File: config.mk
export PLATFORM = sky130hd
export DESIGN_NAME = vdg_pixel_word_generator
export DESIGN_NICKNAME = d
export VERILOG_FILES = /design/src/hw/rtl/vdg_pkg.sv /design/src/hw/rtl/vdg_pixel_word_generator.sv
export SDC_FILE = /design/constraint.sdc
export NUM_CORES = 1
export LEC_CHECK = 0
export BUFFER_PORTS_ARGS = -buffer_cell sky130_fd_sc_hd__buf_4
export CAP_MARGIN = 5
export CELL_PAD_IN_SITES_DETAIL_PLACEMENT = 1
export CELL_PAD_IN_SITES_GLOBAL_PLACEMENT = 1
export CORE_UTILIZATION = 49
export CTS_CLUSTER_SIZE = 12
export DETAILED_ROUTE_END_ITERATION = 8
export HOLD_SLACK_MARGIN = 0.15
export PLACE_DENSITY_LB_ADDON = 0.2
export SLEW_MARGIN = 20
export SYNTH_ARGS = -nofsm -noshare
export SYNTH_HDL_FRONTEND = slang
export SYNTH_SLANG_ARGS = --single-unit
File: constraint.sdc
create_clock -name clk -period 4.2 [get_ports clk]
set_input_delay 0.42 -clock clk [delete_from_list [all_inputs] [get_ports clk]]
set_output_delay 0.42 -clock clk [all_outputs]
set_load 0.005 [all_outputs]
File: src/hw/rtl/vdg_pkg.sv
// Shared types, constants and colour helpers for the VDG pixel word generator.
// No dependencies; used by vdg_pixel_word_generator.
package vdg_pkg;

	localparam int unsigned MODE_W   = 8;
	localparam int unsigned PHASE_W  = 2;
	localparam int unsigned BYTE_W   = 8;
	localparam int unsigned ROW_W    = 4;
	localparam int unsigned NIB_W    = 4;
	localparam int unsigned WORD_W   = 32;
	localparam int unsigned PIX_WORD = WORD_W / NIB_W;
	localparam int unsigned PIX_ALL  = 2 * PIX_WORD;
	localparam int unsigned CFG_IDX_W = 1;

	// configuration register indexes
	localparam logic [CFG_IDX_W-1:0] REG_VDG_MODE       = 1'd0;
	localparam logic [CFG_IDX_W-1:0] REG_ARTIFACT_PHASE = 1'd1;

	// artifact phase codes
	localparam logic [PHASE_W-1:0] ART_OFF    = 2'd0;
	localparam logic [PHASE_W-1:0] ART_PHASE1 = 2'd1;
	localparam logic [PHASE_W-1:0] ART_PHASE2 = 2'd2;

	// graphics mode field values (vdg_mode[7:4])
	localparam logic [3:0] GM_CG1   = 4'd8;
	localparam logic [3:0] GM_RG1_A = 4'd9;
	localparam logic [3:0] GM_RG1_B = 4'd11;
	localparam logic [3:0] GM_RG1_C = 4'd13;
	localparam logic [3:0] GM_RG6   = 4'd15;

	// fixed colours
	localparam logic [NIB_W-1:0] COL_BLACK   = 4'd8;
	localparam logic [NIB_W-1:0] COL_TXT_FG0 = 4'd0;
	localparam logic [NIB_W-1:0] COL_TXT_FG1 = 4'd7;
	localparam logic [NIB_W-1:0] COL_TXT_BG0 = 4'd12;
	localparam logic [NIB_W-1:0] COL_TXT_BG1 = 4'd13;

	// semigraphic row splits
	localparam logic [ROW_W-1:0] SG4_SPLIT  = 4'd6;
	localparam logic [ROW_W-1:0] SG6_SPLIT1 = 4'd4;
	localparam logic [ROW_W-1:0] SG6_SPLIT2 = 4'd8;

	typedef enum logic [2:0] {
		KIND_TEXT    = 3'd0,
		KIND_CG1     = 3'd1,
		KIND_RG1     = 3'd2,
		KIND_CG2     = 3'd3,
		KIND_RG6     = 3'd4,
		KIND_RG6_ART = 3'd5
	} kind_t;

	// decoded mode, carried alongside each transaction
	typedef struct packed {
		kind_t kind;
		logic  css;
		logic  sg6;
		logic  art_alt;   // second artifact ordering
	} mode_dec_t;

	typedef logic [PIX_ALL-1:0][1:0]  code_vec_t;
	typedef logic [3:0][NIB_W-1:0]    cmap_t;

	// artifact colour for a 2-bit pair; alt swaps the middle two entries
	function automatic logic [NIB_W-1:0] art_colour(input logic alt, input logic [1:0] idx);
		logic [1:0] j;
		begin
			j = idx;
			if (alt && (idx[1] != idx[0])) begin
				j = {idx[0], idx[1]};
			end
			return {2'b10, j};
		end
	endfunction

	// four-colour ramp offset by colour set
	function automatic logic [NIB_W-1:0] set_colour(input logic css, input logic [1:0] idx);
		begin
			return {1'b0, css, idx};
		end
	endfunction

endpackage

File: src/hw/rtl/vdg_pixel_word_generator.sv
// VDG pixel word generator: one video byte in, one or two 32-bit pixel words out.
// Depends on vdg_pkg.
//
// Usage
//  Configuration: write vdg_mode (index 0) and artifact_phase (index 1) on the
//  cfg channel; cfg_ready is always high, so a write completes whenever
//  cfg_valid is high. Write only while no transaction is in flight.
//  Input: a transaction (data_byte, text_row, font_bits) is accepted at each
//  rising edge with start high and busy low. busy is held low: the pipeline
//  never backs up, so a transaction may be offered on every cycle.
//  Output: done strobes for one cycle with first_word, second_word and
//  two_words. The receiver cannot stall; results are simply presented.
//  Ordering: an accepted transaction is registered in s1, then s2, then s3,
//  which presents it. Throughput: one transaction per cycle.
//  Pipeline: s1 registers the inputs and the decoded mode; s2 holds a 2-bit
//  colour code per pixel plus a four-entry colour map; s3 resolves the map
//  into the output words.
//  Reset: arst_n clears the mode registers to zero (text, colour set 0, no
//  artifact colours) and empties the pipeline at once.
module vdg_pixel_word_generator (
	input  logic                                  clk,
	input  logic                                  arst_n,
	input  logic                                  cfg_valid,
	output logic                                  cfg_ready,
	input  logic [vdg_pkg::CFG_IDX_W-1:0]         cfg_index,
	input  logic [vdg_pkg::MODE_W-1:0]            cfg_data,
	input  logic                                  start,
	output logic                                  busy,
	input  logic [vdg_pkg::BYTE_W-1:0]            data_byte,
	input  logic [vdg_pkg::ROW_W-1:0]             text_row,
	input  logic [vdg_pkg::BYTE_W-1:0]            font_bits,
	output logic                                  done,
	output logic [vdg_pkg::WORD_W-1:0]            first_word,
	output logic [vdg_pkg::WORD_W-1:0]            second_word,
	output logic                                  two_words
);

	// configuration registers
	logic [vdg_pkg::MODE_W-1:0]  vdg_mode_q;
	logic [vdg_pkg::PHASE_W-1:0] artifact_phase_q;

	assign cfg_ready = 1'b1;
	assign busy      = 1'b0;

	always_ff @(posedge clk or negedge arst_n) begin
		if (!arst_n) begin
			vdg_mode_q       <= '0;
			artifact_phase_q <= vdg_pkg::ART_OFF;
		end else if (cfg_valid && cfg_ready) begin
			unique case (cfg_index)
				vdg_pkg::REG_VDG_MODE:       vdg_mode_q <= cfg_data;
				vdg_pkg::REG_ARTIFACT_PHASE: artifact_phase_q <= cfg_data[vdg_pkg::PHASE_W-1:0];
				default: ;
			endcase
		end
	end

	// mode decode (the user keeps the registers static while transactions flow; the block does not enforce it)
	vdg_pkg::mode_dec_t mode_dec;
	logic [3:0]         gm;
	logic               art_on;

	assign gm     = vdg_mode_q[7:4];
	assign art_on = (artifact_phase_q == vdg_pkg::ART_PHASE1)
	             || (artifact_phase_q == vdg_pkg::ART_PHASE2);

	always_comb begin
		mode_dec.css     = vdg_mode_q[3];
		mode_dec.sg6     = vdg_mode_q[4];
		mode_dec.art_alt = (artifact_phase_q == vdg_pkg::ART_PHASE2);
		if (!gm[3]) begin
			mode_dec.kind = vdg_pkg::KIND_TEXT;
		end else begin
			unique case (gm) inside
				vdg_pkg::GM_CG1: mode_dec.kind = vdg_pkg::KIND_CG1;
				vdg_pkg::GM_RG1_A, vdg_pkg::GM_RG1_B, vdg_pkg::GM_RG1_C:
					mode_dec.kind = vdg_pkg::KIND_RG1;
				vdg_pkg::GM_RG6: mode_dec.kind = (vdg_mode_q[3] && art_on)
				                                 ? vdg_pkg::KIND_RG6_ART : vdg_pkg::KIND_RG6;
				default:         mode_dec.kind = vdg_pkg::KIND_CG2;
			endcase
		end
	end

	// ---------------- stage 1: inputs and decoded mode
	logic                        valid_s1;
	logic [vdg_pkg::BYTE_W-1:0]  byte_s1;
	logic [vdg_pkg::ROW_W-1:0]   row_s1;
	logic [vdg_pkg::BYTE_W-1:0]  font_s1;
	vdg_pkg::mode_dec_t          mode_s1;

	always_ff @(posedge clk or negedge arst_n) begin
		if (!arst_n) begin
			valid_s1 <= 1'b0;
		end else begin
			valid_s1 <= start && !busy;
		end
	end

	always_ff @(posedge clk) begin
		if (start && !busy) begin
			byte_s1 <= data_byte;
			row_s1  <= text_row;
			font_s1 <= font_bits;
			mode_s1 <= mode_dec;
		end
	end

	// ---------------- stage 2: per-pixel colour codes and colour map
	vdg_pkg::code_vec_t code_c;
	vdg_pkg::cmap_t     cmap_c;
	logic               two_c;
	logic [vdg_pkg::BYTE_W-1:0] pat;
	logic               blk_l, blk_r;
	logic [3:0]         hi_n, lo_n;

	always_comb begin
		code_c = '0;
		cmap_c = '0;
		two_c  = 1'b0;
		pat    = '0;
		blk_l  = 1'b0;
		blk_r  = 1'b0;
		hi_n   = byte_s1[7:4];
		lo_n   = byte_s1[3:0];
		case (mode_s1.kind)
			vdg_pkg::KIND_TEXT: begin
				if (!byte_s1[7]) begin
					// alphanumeric, or SG6 low codes using the byte as pattern
					pat = mode_s1.sg6 ? byte_s1 : font_s1;
					if (byte_s1[6]) begin
						pat = ~pat;
					end
					cmap_c[0] = mode_s1.css ? vdg_pkg::COL_TXT_BG1 : vdg_pkg::COL_TXT_BG0;
					cmap_c[1] = mode_s1.css ? vdg_pkg::COL_TXT_FG1 : vdg_pkg::COL_TXT_FG0;
					for (int k = 0; k < vdg_pkg::PIX_WORD; k++) begin
						code_c[k] = {1'b0, pat[vdg_pkg::PIX_WORD-1-k]};
					end
				end else begin
					if (!mode_s1.sg6) begin
						if (row_s1 < vdg_pkg::SG4_SPLIT) begin
							blk_l = byte_s1[3];
							blk_r = byte_s1[2];
						end else begin
							blk_l = byte_s1[1];
							blk_r = byte_s1[0];
						end
					end else begin
						if (row_s1 < vdg_pkg::SG6_SPLIT1) begin
							blk_l = byte_s1[5];
							blk_r = byte_s1[4];
						end else if (row_s1 < vdg_pkg::SG6_SPLIT2) begin
							blk_l = byte_s1[3];
							blk_r = byte_s1[2];
						end else begin
							blk_l = byte_s1[1];
							blk_r = byte_s1[0];
						end
					end
					cmap_c[0] = vdg_pkg::COL_BLACK;
					cmap_c[1] = {1'b0, byte_s1[6:4]};
					for (int k = 0; k < vdg_pkg::PIX_WORD; k++) begin
						code_c[k] = {1'b0, (k < vdg_pkg::PIX_WORD / 2) ? blk_l : blk_r};
					end
				end
			end
			vdg_pkg::KIND_CG1: begin
				two_c = 1'b1;
				for (int i = 0; i < 4; i++) begin
					cmap_c[i] = vdg_pkg::set_colour(mode_s1.css, 2'(i));
				end
				for (int k = 0; k < vdg_pkg::PIX_WORD; k++) begin
					code_c[k]                    = (k < vdg_pkg::PIX_WORD / 2) ? hi_n[3:2] : hi_n[1:0];
					code_c[k + vdg_pkg::PIX_WORD] = (k < vdg_pkg::PIX_WORD / 2) ? lo_n[3:2] : lo_n[1:0];
				end
			end
			vdg_pkg::KIND_RG1: begin
				two_c     = 1'b1;
				cmap_c[0] = vdg_pkg::COL_BLACK;
				cmap_c[1] = {1'b0, mode_s1.css, 2'b00};
				for (int k = 0; k < vdg_pkg::PIX_WORD; k++) begin
					code_c[k]                    = {1'b0, hi_n[3 - k / 2]};
					code_c[k + vdg_pkg::PIX_WORD] = {1'b0, lo_n[3 - k / 2]};
				end
			end
			vdg_pkg::KIND_RG6: begin
				cmap_c[0] = vdg_pkg::COL_BLACK;
				cmap_c[1] = {1'b0, mode_s1.css, 2'b00};
				for (int k = 0; k < vdg_pkg::PIX_WORD; k++) begin
					code_c[k] = {1'b0, byte_s1[vdg_pkg::PIX_WORD-1-k]};
				end
			end
			vdg_pkg::KIND_RG6_ART: begin
				for (int i = 0; i < 4; i++) begin
					cmap_c[i] = vdg_pkg::art_colour(mode_s1.art_alt, 2'(i));
				end
				for (int k = 0; k < vdg_pkg::PIX_WORD; k++) begin
					code_c[k] = byte_s1[7 - 2 * (k / 2) -: 2];
				end
			end
			default: begin
				// CG2
				for (int i = 0; i < 4; i++) begin
					cmap_c[i] = vdg_pkg::set_colour(mode_s1.css, 2'(i));
				end
				for (int k = 0; k < vdg_pkg::PIX_WORD; k++) begin
					code_c[k] = byte_s1[7 - 2 * (k / 2) -: 2];
				end
			end
		endcase
	end

	logic               valid_s2;
	vdg_pkg::code_vec_t code_s2;
	vdg_pkg::cmap_t     cmap_s2;
	logic               two_s2;

	always_ff @(posedge clk or negedge arst_n) begin
		if (!arst_n) begin
			valid_s2 <= 1'b0;
		end else begin
			valid_s2 <= valid_s1;
		end
	end

	always_ff @(posedge clk) begin
		if (valid_s1) begin
			code_s2 <= code_c;
			cmap_s2 <= cmap_c;
			two_s2  <= two_c;
		end
	end

	// ---------------- stage 3: resolve colour map into words
	logic [vdg_pkg::WORD_W-1:0] w0_c, w1_c;

	always_comb begin
		for (int k = 0; k < vdg_pkg::PIX_WORD; k++) begin
			w0_c[k*vdg_pkg::NIB_W +: vdg_pkg::NIB_W] = cmap_s2[code_s2[k]];
			w1_c[k*vdg_pkg::NIB_W +: vdg_pkg::NIB_W] = two_s2
				? cmap_s2[code_s2[k + vdg_pkg::PIX_WORD]] : '0;
		end
	end

	logic                       valid_s3;
	logic [vdg_pkg::WORD_W-1:0] w0_s3, w1_s3;
	logic                       two_s3;

	always_ff @(posedge clk or negedge arst_n) begin
		if (!arst_n) begin
			valid_s3 <= 1'b0;
		end else begin
			valid_s3 <= valid_s2;
		end
	end

	always_ff @(posedge clk) begin
		if (valid_s2) begin
			w0_s3  <= w0_c;
			w1_s3  <= w1_c;
			two_s3 <= two_s2;
		end
	end

	assign done        = valid_s3;
	assign first_word  = w0_s3;
	assign second_word = w1_s3;
	assign two_words   = two_s3;

	// ---------------- assertions
	a_latency: assert property (@(posedge clk) disable iff (!arst_n)
		(start && !busy) |-> ##3 done)
		else $error("accepted transaction not presented after three cycles");

	a_no_invented: assert property (@(posedge clk) disable iff (!arst_n)
		done |-> $past(start && !busy, 3))
		else $error("result without a matching transaction");

	a_second_zero: assert property (@(posedge clk) disable iff (!arst_n)
		(done && !two_words) |-> (second_word == '0))
		else $error("second word not zero in single-word mode");

	a_two_follows_mode: assert property (@(posedge clk) disable iff (!arst_n)
		(valid_s2 && two_s2) |-> (mode_s1.kind == vdg_pkg::KIND_CG1
		                         || mode_s1.kind == vdg_pkg::KIND_RG1
		                         || !valid_s1))
		else $error("two-word flag inconsistent with decoded mode");

endmodule

==> impl_metrics.prom, run 1 <==
# TYPE chip_impl_metric gauge
chip_impl_metric{name="ff_latch_area",unit="um2"} 3380
chip_impl_metric{name="overall_global_routing_usage",unit="%"} 21.7
chip_impl_metric{name="detail_route.wirelength",unit="mm"} 11.6
chip_impl_metric{name="area_delta_synth_final",unit="%"} 22.0
chip_impl_info{name="rsz0062_at_grt",value="no"} 1
chip_impl_metric{name="clock_tree.htree_level_count",unit=""} 4
chip_impl_metric{name="placed_area",unit="um2"} 6180
chip_impl_metric{name="power_frac_seq",unit="%"} 46.8
chip_impl_metric{name="power.switching",unit="uW"} 794
chip_impl_metric{name="post-route-cell-area",unit="um2"} 6770
chip_impl_metric{name="finalMaxSlewViolations",unit=""} 0
chip_impl_metric{name="detailedRoute.firstPassIterationCount",unit=""} 6
chip_impl_metric{name="maximum_number_of_pins_on_one_net_before_global_route_repair",unit=""} 51
chip_impl_metric{name="die_width",unit="um"} 108
chip_impl_metric{name="drive_gt1_share",unit="%"} 33.2
chip_impl_info{name="dominantRegCellSynth",value="edfxtp_1"} 1
chip_impl_metric{name="totalPowerFinal",unit="mW"} 3.34
chip_impl_info{name="r2r-start",value="mode_s1[1]"} 1
chip_impl_metric{name="cap_viol_max_count",unit=""} 0
chip_impl_metric{name="detail-route-antenna-nets",unit=""} 0
chip_impl_metric{name="numCtsBuffers",unit=""} 17
chip_impl_info{name="worst_path_max_delay_cell",value="edfxtp_1"} 1
chip_impl_metric{name="initial_antenna_violation_count",unit=""} 0
chip_impl_metric{name="setup_tns",unit="ns"} 0
chip_impl_metric{name="post-cts-setup-buffer-count",unit=""} 0
chip_impl_info{name="cp-startpoint",value="mode_s1[1]"} 1
chip_impl_metric{name="num_antenna_cells",unit=""} 0
chip_impl_info{name="outcome",value="finished clean"} 1
chip_impl_metric{name="dr.first_iter.drc_count",unit=""} 146
chip_impl_metric{name="power.combinational.fraction",unit="%"} 12.4
chip_impl_metric{name="buffer_ports.inserted",unit=""} 96
chip_impl_metric{name="final_cell_count_no_fill",unit=""} 637
chip_impl_metric{name="slew_headroom",unit="%"} 52.3
chip_impl_metric{name="drcViolationCount",unit=""} 0
chip_impl_metric{name="core-area",unit="um2"} 10900
chip_impl_metric{name="die_area",unit="um2"} 11800
chip_impl_metric{name="cellLeakagePower",unit="nW"} 2.63
chip_impl_metric{name="num_io_pins",unit=""} 101
chip_impl_metric{name="cts.repair.resized",unit=""} 0
chip_impl_metric{name="first_global_vias",unit=""} 3690
chip_impl_metric{name="setup_violations",unit=""} 0
chip_impl_metric{name="cp.arrival",unit="ns"} 1.98
chip_impl_metric{name="synth_nets",unit=""} 447
chip_impl_metric{name="path_buf_inv",unit=""} 0
chip_impl_metric{name="die-height",unit="um"} 108
chip_impl_info{name="series_of_cell_instances_along_the_critical_path",value="nand2b_1 -> o211ai_1 -> o31ai_2 -> o2111ai_1"} 1
chip_impl_metric{name="p_clk_share",unit="%"} 40.9
chip_impl_metric{name="grt_pass1_wl",unit="mm"} 18.8
chip_impl_metric{name="ys_seq_area_share",unit="%"} 60.8
chip_impl_metric{name="clock_slew_at_reported_path_ffs",unit="ns"} 0.05
chip_impl_metric{name="detail_route.wl_per_cell",unit="um"} 18.3
chip_impl_metric{name="hpwlAfterDp",unit="mm"} 7.72
chip_impl_metric{name="max_stage_delay",unit="ns"} 0.64
chip_impl_metric{name="worstPathMaxFanout",unit=""} 15
chip_impl_metric{name="synth_cell_type_count",unit=""} 51
chip_impl_metric{name="multiInputGateArea",unit="um2"} 1880
chip_impl_info{name="setup_crit_end_kind",value="register"} 1
chip_impl_metric{name="yosysWarnings",unit=""} 0
chip_impl_metric{name="max_freq",unit="MHz"} 538
chip_impl_metric{name="final_count_of_hold_timing_violations",unit=""} 0
chip_impl_metric{name="dpl_worst_slack",unit="ns"} 2.36
chip_impl_metric{name="final_net_count",unit=""} 518
chip_impl_metric{name="fin_crit_sh",unit="%"} 44.3
chip_impl_info{name="cts_tree",value="yes"} 1
chip_impl_metric{name="worst_pin_slew",unit="ns"} 0.715
chip_impl_metric{name="final.setup.worst_slack",unit="ns"} 2.34
chip_impl_metric{name="number_of_cells_in_the_design_after_placement",unit=""} 604
chip_impl_info{name="startpoint_type",value="register"} 1
chip_impl_metric{name="vias",unit=""} 3575
chip_impl_metric{name="clock_tree.buffer_depth",unit=""} 2
chip_impl_metric{name="layout_min_cycle_time",unit="ns"} 1.86
chip_impl_info{name="critical_path.top_delay_family",value="compound AO/OA/AOI/OAI gates"} 1
chip_impl_metric{name="drt-vias-per-instance",unit=""} 5.61
chip_impl_metric{name="avgSynthCellArea",unit="um2"} 13.4
chip_impl_metric{name="numClockSinks",unit=""} 114
chip_impl_metric{name="core.rowCount",unit=""} 38
chip_impl_metric{name="cp.required",unit="ns"} 4.32
chip_impl_metric{name="fin_skew",unit="ns"} 0.0104
chip_impl_metric{name="peakVddDrop",unit="V"} 0.000310
chip_impl_metric{name="routabilityCongestion",unit=""} 0.775
chip_impl_info{name="timing.hold.worst.start",value="data_byte[7]"} 1
chip_impl_metric{name="sw_frac_of_total",unit="%"} 23.8
chip_impl_info{name="min_delay_path_class",value="input port to register"} 1
chip_impl_metric{name="synth_edf_count",unit=""} 104
chip_impl_metric{name="synth_async_sr_flop_share",unit="%"} 8.77
chip_impl_metric{name="synth.ff_latch_count",unit=""} 114
chip_impl_metric{name="cell_count_after_synthesis",unit=""} 413
chip_impl_metric{name="clkLatencyLatePin",unit="ns"} 0.41
chip_impl_metric{name="cellInternalPower",unit="mW"} 2.55
chip_impl_info{name="critical_path_class",value="register to register"} 1
chip_impl_metric{name="power_per_cell_area",unit="nW/um2"} 494
chip_impl_metric{name="floorplan.initialDensity",unit="%"} 50.7
chip_impl_metric{name="filler_cell_count",unit=""} 1055
chip_impl_metric{name="overflow",unit=""} 0
chip_impl_metric{name="post_synthesis_instance_area",unit="um2"} 5550
chip_impl_info{name="clockRootBuffer",value="clkbuf_16"} 1
worst reg2reg max path, cell delays in order, from the launching register on:
cell,delay (ns)
edfxtp_1,0.64
nand2b_1,0.21
o211ai_1,0.12
o31ai_2,0.41
o2111ai_1,0.20
Yosys cell counts, types with 4 or more instances:
cell      count  area, um2
a211oi_1      8       60.1
o21ai_0      10       50.1
a21boi_0      5       37.5
edfxtp_1    104       3120
a22o_1        6       52.6
mux4_2       12        270
nand2b_1      4       25.0
a21oi_1      14       70.1
buf_2         9       45.0
dfrtp_1      10        250
and2_1       14       87.6
buf_4        19        143
nor2b_1      24        150
o21ai_1       8       40.0
mux2_2       19        214
o211ai_1      6       45.0
inv_1         6       22.5
mux2i_1      24        240
clkbuf_1     14       52.6
nand2_1      19       71.3
nor2_1       31        116
a22oi_1       5       37.5
cells by family after synthesis:
| kind of cell | synth area share, % |
|---|---|
| AO/OA/AOI/OAI | 8.95 |
| XOR/XNOR | 0.474 |
| adder cells (fa/ha/maj) | 0.406 |
| buffers and inverters | 5.28 |
| flip-flops | 60.8 |
| multiplexers | 13.1 |
| other | 0.135 |
| AND/OR/NAND/NOR | 10.9 |
metrics by stage:
stage	util, %	hold slack, ns
after floorplan	-	0.124
after global placement	56.5	0.254
after detailed placement	56.5	0.254
after CTS	61.8	0.173
after global routing	61.9	0.171
final	61.9	0.185
state kept, by name, indices dropped and copies added (netlist names):
register / count
artifact_phase_q: 2
byte_s1: 8
cmap_s2: 11
code_s2: 18
done: 1
first_word: 32
font_s1: 8
mode_s1: 6
row_s1: 3
second_word: 16
two_s2: 1
two_words: 1
valid_s1: 1
valid_s2: 1
vdg_mode_q: 5
cell type report:
cell class | instances | area share [%]
Clock buffer | 27 | 7.73
Sequential cell | 114 | 49.9
Timing Repair Buffer | 97 | 10.8
Inverter | 7 | 0.388
Multi-Input combinational cell | 247 | 27.8
Clock inverter | 5 | 0.758
Tap cell | 140 | 2.59
layout by cell type (no fill, tap or decap), types with 2 or more instances in the layout:
cell,n
a211oi_1,8
a21boi_0,5
a21oi_1,14
a22o_1,6
a22oi_1,5
and2_1,14
and3_1,2
buf_4,96
clkbuf_1,4
clkbuf_16,17
clkbuf_8,6
clkinv_2,2
conb_1,2
dfrtp_1,8
edfxtp_1,104
inv_1,6
mux2_2,19
mux2i_1,24
mux4_2,12
nand2_1,19
nand2b_1,4
nand3_1,3
nor2_1,31
nor2b_1,24
nor3_2,3
nor3b_1,3
o211ai_1,6
o21ai_0,10
o21ai_1,8
o21bai_1,2
o22ai_1,2
o31ai_2,2
xnor2_1,2
power groups by stage:
| stage | sequential [mW] | combinational (mW) | clock (mW) |
|---|---|---|---|
| after floorplan | 1.49 | 0.310 | 0 |
| after global placement | 1.57 | 0.394 | 0 |
| after detailed placement | 1.58 | 0.408 | 0 |
| after CTS | 1.56 | 0.418 | 1.39 |
| after global routing | 1.58 | 0.454 | 1.44 |
| final | 1.56 | 0.413 | 1.37 |
layer usage:
layer | GRT usage, % | up-vias | part of all wire (%) | wire (um)
li1 | - | 1667 | - | -
met1 | 24.8 | 1764 | 41 | 4740
met2 | 37.5 | 120 | 52 | 6080
met3 | 5.91 | 24 | 4.6 | 536
met4 | 10.4 | 0 | 2.4 | 276
met5 | 0 | - | 0 | 0
worst paths after layout:
| path | endpoint | slack, ns | cells after the start |
|---|---|---|---|
| worst max-delay path | code_s2[12] | 2.34 | 4 |
| worst min-delay path | byte_s1[7] | 0.19 | 1 |
| worst max register to register | code_s2[12] | 2.34 | 4 |
| worst min register to register | mode_s1[2] | 0.49 | 0 |
| max in group asynchronous | valid_s2 | 3.65 | 2 |
| min in group asynchronous | vdg_mode_q[7] | 0.39 | 2 |
repair_timing:
action / 4_1_cts / 5_1_grt
hold endpoints to repair: 10 / 0
endpoints found under the setup margin: 0 / 0
hold buffers: 1 / 0
No activity file was read; power rests on OpenSTA's default activity.
==> run 2, diff against run 1 <==
ABC_AREA = 1   (was not set)
CORE_UTILIZATION = 39   (was 49)
clock period = 1.6 ns   (was 4.2 ns; I/O delays follow)
==> run 2 against run 1 <==
Against the previous run:
- via count up 20%
- clock power up 140%
- core utilization down 9.1 points
- highest routed layer unchanged
==> impl_metrics.prom, run 2 <==
# TYPE chip_impl_metric gauge
chip_impl_info{name="timing.critical_path.to",value="artifact_phase_q[1]"} 1
chip_impl_metric{name="final_count_of_hold_timing_violations",unit=""} 0
chip_impl_info{name="r2r-start",value="mode_s1[1]"} 1
chip_impl_metric{name="avgSynthCellArea",unit="um2"} 9.99
chip_impl_metric{name="peakVddDrop",unit="V"} 0.000645
chip_impl_metric{name="power_frac_seq",unit="%"} 45.6
chip_impl_metric{name="clock_tree.buffer_depth",unit=""} 2
chip_impl_info{name="critical_path_class",value="input port to register"} 1
chip_impl_metric{name="power.combinational.fraction",unit="%"} 16.3
chip_impl_info{name="clockRootBuffer",value="clkbuf_16"} 1
chip_impl_metric{name="fin_skew",unit="ns"} 0.00778
chip_impl_metric{name="detail_route.wirelength",unit="mm"} 13.0
chip_impl_metric{name="sw_frac_of_total",unit="%"} 26.0
chip_impl_info{name="cts_tree",value="yes"} 1
chip_impl_metric{name="num_io_pins",unit=""} 101
chip_impl_metric{name="ff2ff_setup_slack",unit="ns"} 0.10
chip_impl_metric{name="buffer_ports.inserted",unit=""} 96
chip_impl_info{name="timing.hold.worst.start",value="cfg_index"} 1
chip_impl_metric{name="cell_count_after_synthesis",unit=""} 548
chip_impl_metric{name="finalMaxSlewViolations",unit=""} 0
chip_impl_metric{name="cellLeakagePower",unit="nW"} 3.02
chip_impl_metric{name="first_global_vias",unit=""} 4258
chip_impl_metric{name="cp.arrival",unit="ns"} 1.83
chip_impl_metric{name="post_synthesis_instance_area",unit="um2"} 5470
chip_impl_metric{name="final_net_count",unit=""} 700
chip_impl_metric{name="detailedRoute.firstPassIterationCount",unit=""} 4
chip_impl_info{name="outcome",value="finished clean"} 1
chip_impl_metric{name="dr.first_iter.drc_count",unit=""} 195
chip_impl_metric{name="die_width",unit="um"} 120
chip_impl_metric{name="ys_seq_area_share",unit="%"} 61.6
chip_impl_metric{name="placed_area",unit="um2"} 6240
chip_impl_metric{name="hpwlAfterDp",unit="mm"} 9.15
chip_impl_metric{name="synth_cell_type_count",unit=""} 32
chip_impl_metric{name="core-area",unit="um2"} 13500
chip_impl_metric{name="synth_async_sr_flop_share",unit="%"} 8.77
chip_impl_metric{name="yosysWarnings",unit=""} 0
chip_impl_metric{name="synth_top_area_share",unit="%"} 57.1
chip_impl_metric{name="cellInternalPower",unit="mW"} 6.37
chip_impl_metric{name="overflow",unit=""} 0
chip_impl_info{name="dominantRegCellSynth",value="edfxtp_1"} 1
chip_impl_metric{name="worstPathMaxFanout",unit=""} 3
chip_impl_metric{name="floorplan.initialDensity",unit="%"} 40.7
chip_impl_info{name="layout.cells.most_common_list",value="nand2_1 (122), buf_4 (105), edfxtp_1 (104)"} 1
chip_impl_info{name="synthMostInstantiatedCell",value="nand2_1"} 1
chip_impl_info{name="min_delay_path_class",value="input port to register"} 1
chip_impl_metric{name="power.switching",unit="mW"} 2.24
chip_impl_info{name="rsz0062_at_grt",value="no"} 1
chip_impl_metric{name="overall_global_routing_usage",unit="%"} 19.0
chip_impl_metric{name="setup_tns",unit="ns"} 0
chip_impl_metric{name="largest_register_ffs",unit=""} 32
chip_impl_metric{name="numCtsBuffers",unit=""} 17
chip_impl_metric{name="initial_antenna_violation_count",unit=""} 0
chip_impl_info{name="startpoint_type",value="input port"} 1
chip_impl_metric{name="clock_tree.htree_level_count",unit=""} 4
chip_impl_metric{name="max_freq",unit="MHz"} 651
chip_impl_metric{name="fin_crit_sh",unit="%"} 96.0
chip_impl_metric{name="post-route-cell-area",unit="um2"} 7100
chip_impl_metric{name="drive_gt1_share",unit="%"} 22.2
chip_impl_metric{name="max_stage_delay",unit="ns"} 0.56
chip_impl_metric{name="vias",unit=""} 4285
chip_impl_metric{name="clock_slew_at_reported_path_ffs",unit="ns"} 0.05
chip_impl_info{name="cp-startpoint",value="cfg_valid"} 1
chip_impl_metric{name="die-height",unit="um"} 120
chip_impl_info{name="worstReg2RegEnd",value="code_s2[4]"} 1
chip_impl_info{name="yosys-top-cells-count",value="nand2_1 (123), edfxtp_1 (104), a21oi_1 (56)"} 1
chip_impl_metric{name="core.rowCount",unit=""} 42
chip_impl_metric{name="cp.required",unit="ns"} 1.90
chip_impl_info{name="final_common_cell",value="nand2_1"} 1
chip_impl_metric{name="grt_pass1_wl",unit="mm"} 21.0
chip_impl_metric{name="area_delta_synth_final",unit="%"} 29.7
chip_impl_metric{name="cap_viol_max_count",unit=""} 0
chip_impl_metric{name="p_clk_share",unit="%"} 38.1
chip_impl_metric{name="layout_min_cycle_time",unit="ns"} 1.54
chip_impl_metric{name="drcViolationCount",unit=""} 0
chip_impl_metric{name="routabilityCongestion",unit=""} 0.826
chip_impl_info{name="synth_area_leaders",value="edfxtp_1 (57%), nand2_1 (8.4%), a21oi_1 (5.1%)"} 1
chip_impl_info{name="series_of_cell_instances_along_the_critical_path",value="dlygate4sd3_1 -> buf_4 -> nand2_1 -> mux2_2 -> dlygate4sd3_1"} 1
chip_impl_metric{name="synth_nets",unit=""} 582
chip_impl_metric{name="maximum_number_of_pins_on_one_net_before_global_route_repair",unit=""} 51
chip_impl_info{name="setup_crit_end_kind",value="register"} 1
chip_impl_metric{name="ff2ff_path_depth",unit=""} 9
chip_impl_info{name="cpMostUsedCell",value="dlygate4sd3_1"} 1
chip_impl_metric{name="drt-vias-per-instance",unit=""} 5.02
chip_impl_info{name="synth_area_leader_cell",value="edfxtp_1"} 1
chip_impl_metric{name="detail_route.wl_per_cell",unit="um"} 15.3
chip_impl_metric{name="synth.ff_latch_count",unit=""} 114
chip_impl_info{name="worst_path_max_delay_cell",value="dlygate4sd3_1"} 1
chip_impl_metric{name="num_antenna_cells",unit=""} 0
chip_impl_metric{name="slew_headroom",unit="%"} 67.2
chip_impl_metric{name="power_per_cell_area",unit="nW/um2"} 1210
chip_impl_metric{name="die_area",unit="um2"} 14500
chip_impl_metric{name="setup_violations",unit=""} 0
chip_impl_metric{name="worst_pin_slew",unit="ns"} 0.487
chip_impl_metric{name="numClockSinks",unit=""} 114
chip_impl_metric{name="clkLatencyLatePin",unit="ns"} 0.42
chip_impl_metric{name="synth_edf_count",unit=""} 104
chip_impl_metric{name="detail-route-antenna-nets",unit=""} 0
## run 2: cell types whose count changed in the layout (fill, tap and decap cells not counted), sizes merged, moves of 14 or more
| cell | delta |
|---|---|
| nand2 | +106 |
| inv | +53 |
| a21oi | +42 |
| o21ai | +35 |
| dlygate4sd3 | +32 |
| nand3 | +31 |
| mux2i | -24 |
| nor2b | -24 |
| and2 | -14 |
| mux2 | -14 |
## run 2: routing by layer
metal  track usage, %  vias to the layer above  share of wire, %
li1                 -                     2136                 -
met1             22.0                     2015                43
met2             33.2                      106                51
met3             3.77                       28               3.5
met4             9.95                        0               2.4
met5                0                        -                 0
## run 2: layout make-up
cell class / instances / area (um2)
sequential: 114 / 3370
multi-input combinational: 333 / 1630
tap: 176 / 220
inverter: 61 / 231
clock inverter: 9 / 67.6
fill: 1526 / 6350
clock buffer: 21 / 440
timing repair buffer: 139 / 1140
## run 2: logic make-up (layout without fill, tap and decap cells)
group / count (synthesis) / after routing / synth area share [%]
buffers and inverters: 101 / 230 / 8.76
AO/OA/AOI/OAI: 141 / 141 / 14.3
AND/OR/NAND/NOR: 184 / 184 / 13.9
adder cells (fa/ha/maj): 1 / 1 / 0.229
flip-flops: 114 / 114 / 61.6
multiplexers: 5 / 5 / 1.03
other: 2 / 2 / 0.137
## run 2: critical path, delay by kind of cell
family | cells | cell delay [ns]
buf+inv | 3 | 1.24
mux | 1 | 0.34
simple gates | 1 | 0.10
## run 2: how the worst min path moves through the flow
| stage | slack (ns) | cells after the start | to |
|---|---|---|---|
| after floorplan | -0.14 | 0 | artifact_phase_q[0] |
| after global placement | -0.003 | 1 | done |
| after detailed placement | -0.003 | 1 | artifact_phase_q[0] |
| after CTS | 0.17 | 4 | vdg_mode_q[7] |
| after global routing | 0.23 | 4 | vdg_mode_q[7] |
| final | 0.18 | 4 | vdg_mode_q[7] |
## run 2: power groups by stage
stage                     registers, mW  clock network [mW]  logic [mW]
after global placement             3.96                   0        1.26
after detailed placement           3.98                   0        1.31
after floorplan                    3.90                   0       0.820
after CTS                          3.93                3.36        1.39
after global routing               3.97                3.45        1.56
final                              3.93                3.28        1.40
## run 2: stage by stage
stage	hold WS, ns	utilization [%]	worst slack, ns	instances	power, mW
global placement	-0.00335	46.4	0.123	789	5.22
finish	0.175	52.8	0.0647	853	8.61
detailed placement	-0.00326	46.4	0.0557	789	5.29
CTS	0.169	52.7	0.0166	852	8.68
floorplan	-0.136	-	0.294	548	4.72
global route	0.228	52.8	0.000936	853	8.98
## run 2: timing repair
| action | 4_1_cts | 5_1_grt |
|---|---|---|
| endpoints found under the setup margin | 0 | 8 |
| hold buffers | 33 | 0 |
| hold endpoints to repair | 37 | 0 |
| gates resized for setup | 0 | 4 |
| setup buffers | 0 | 1 |
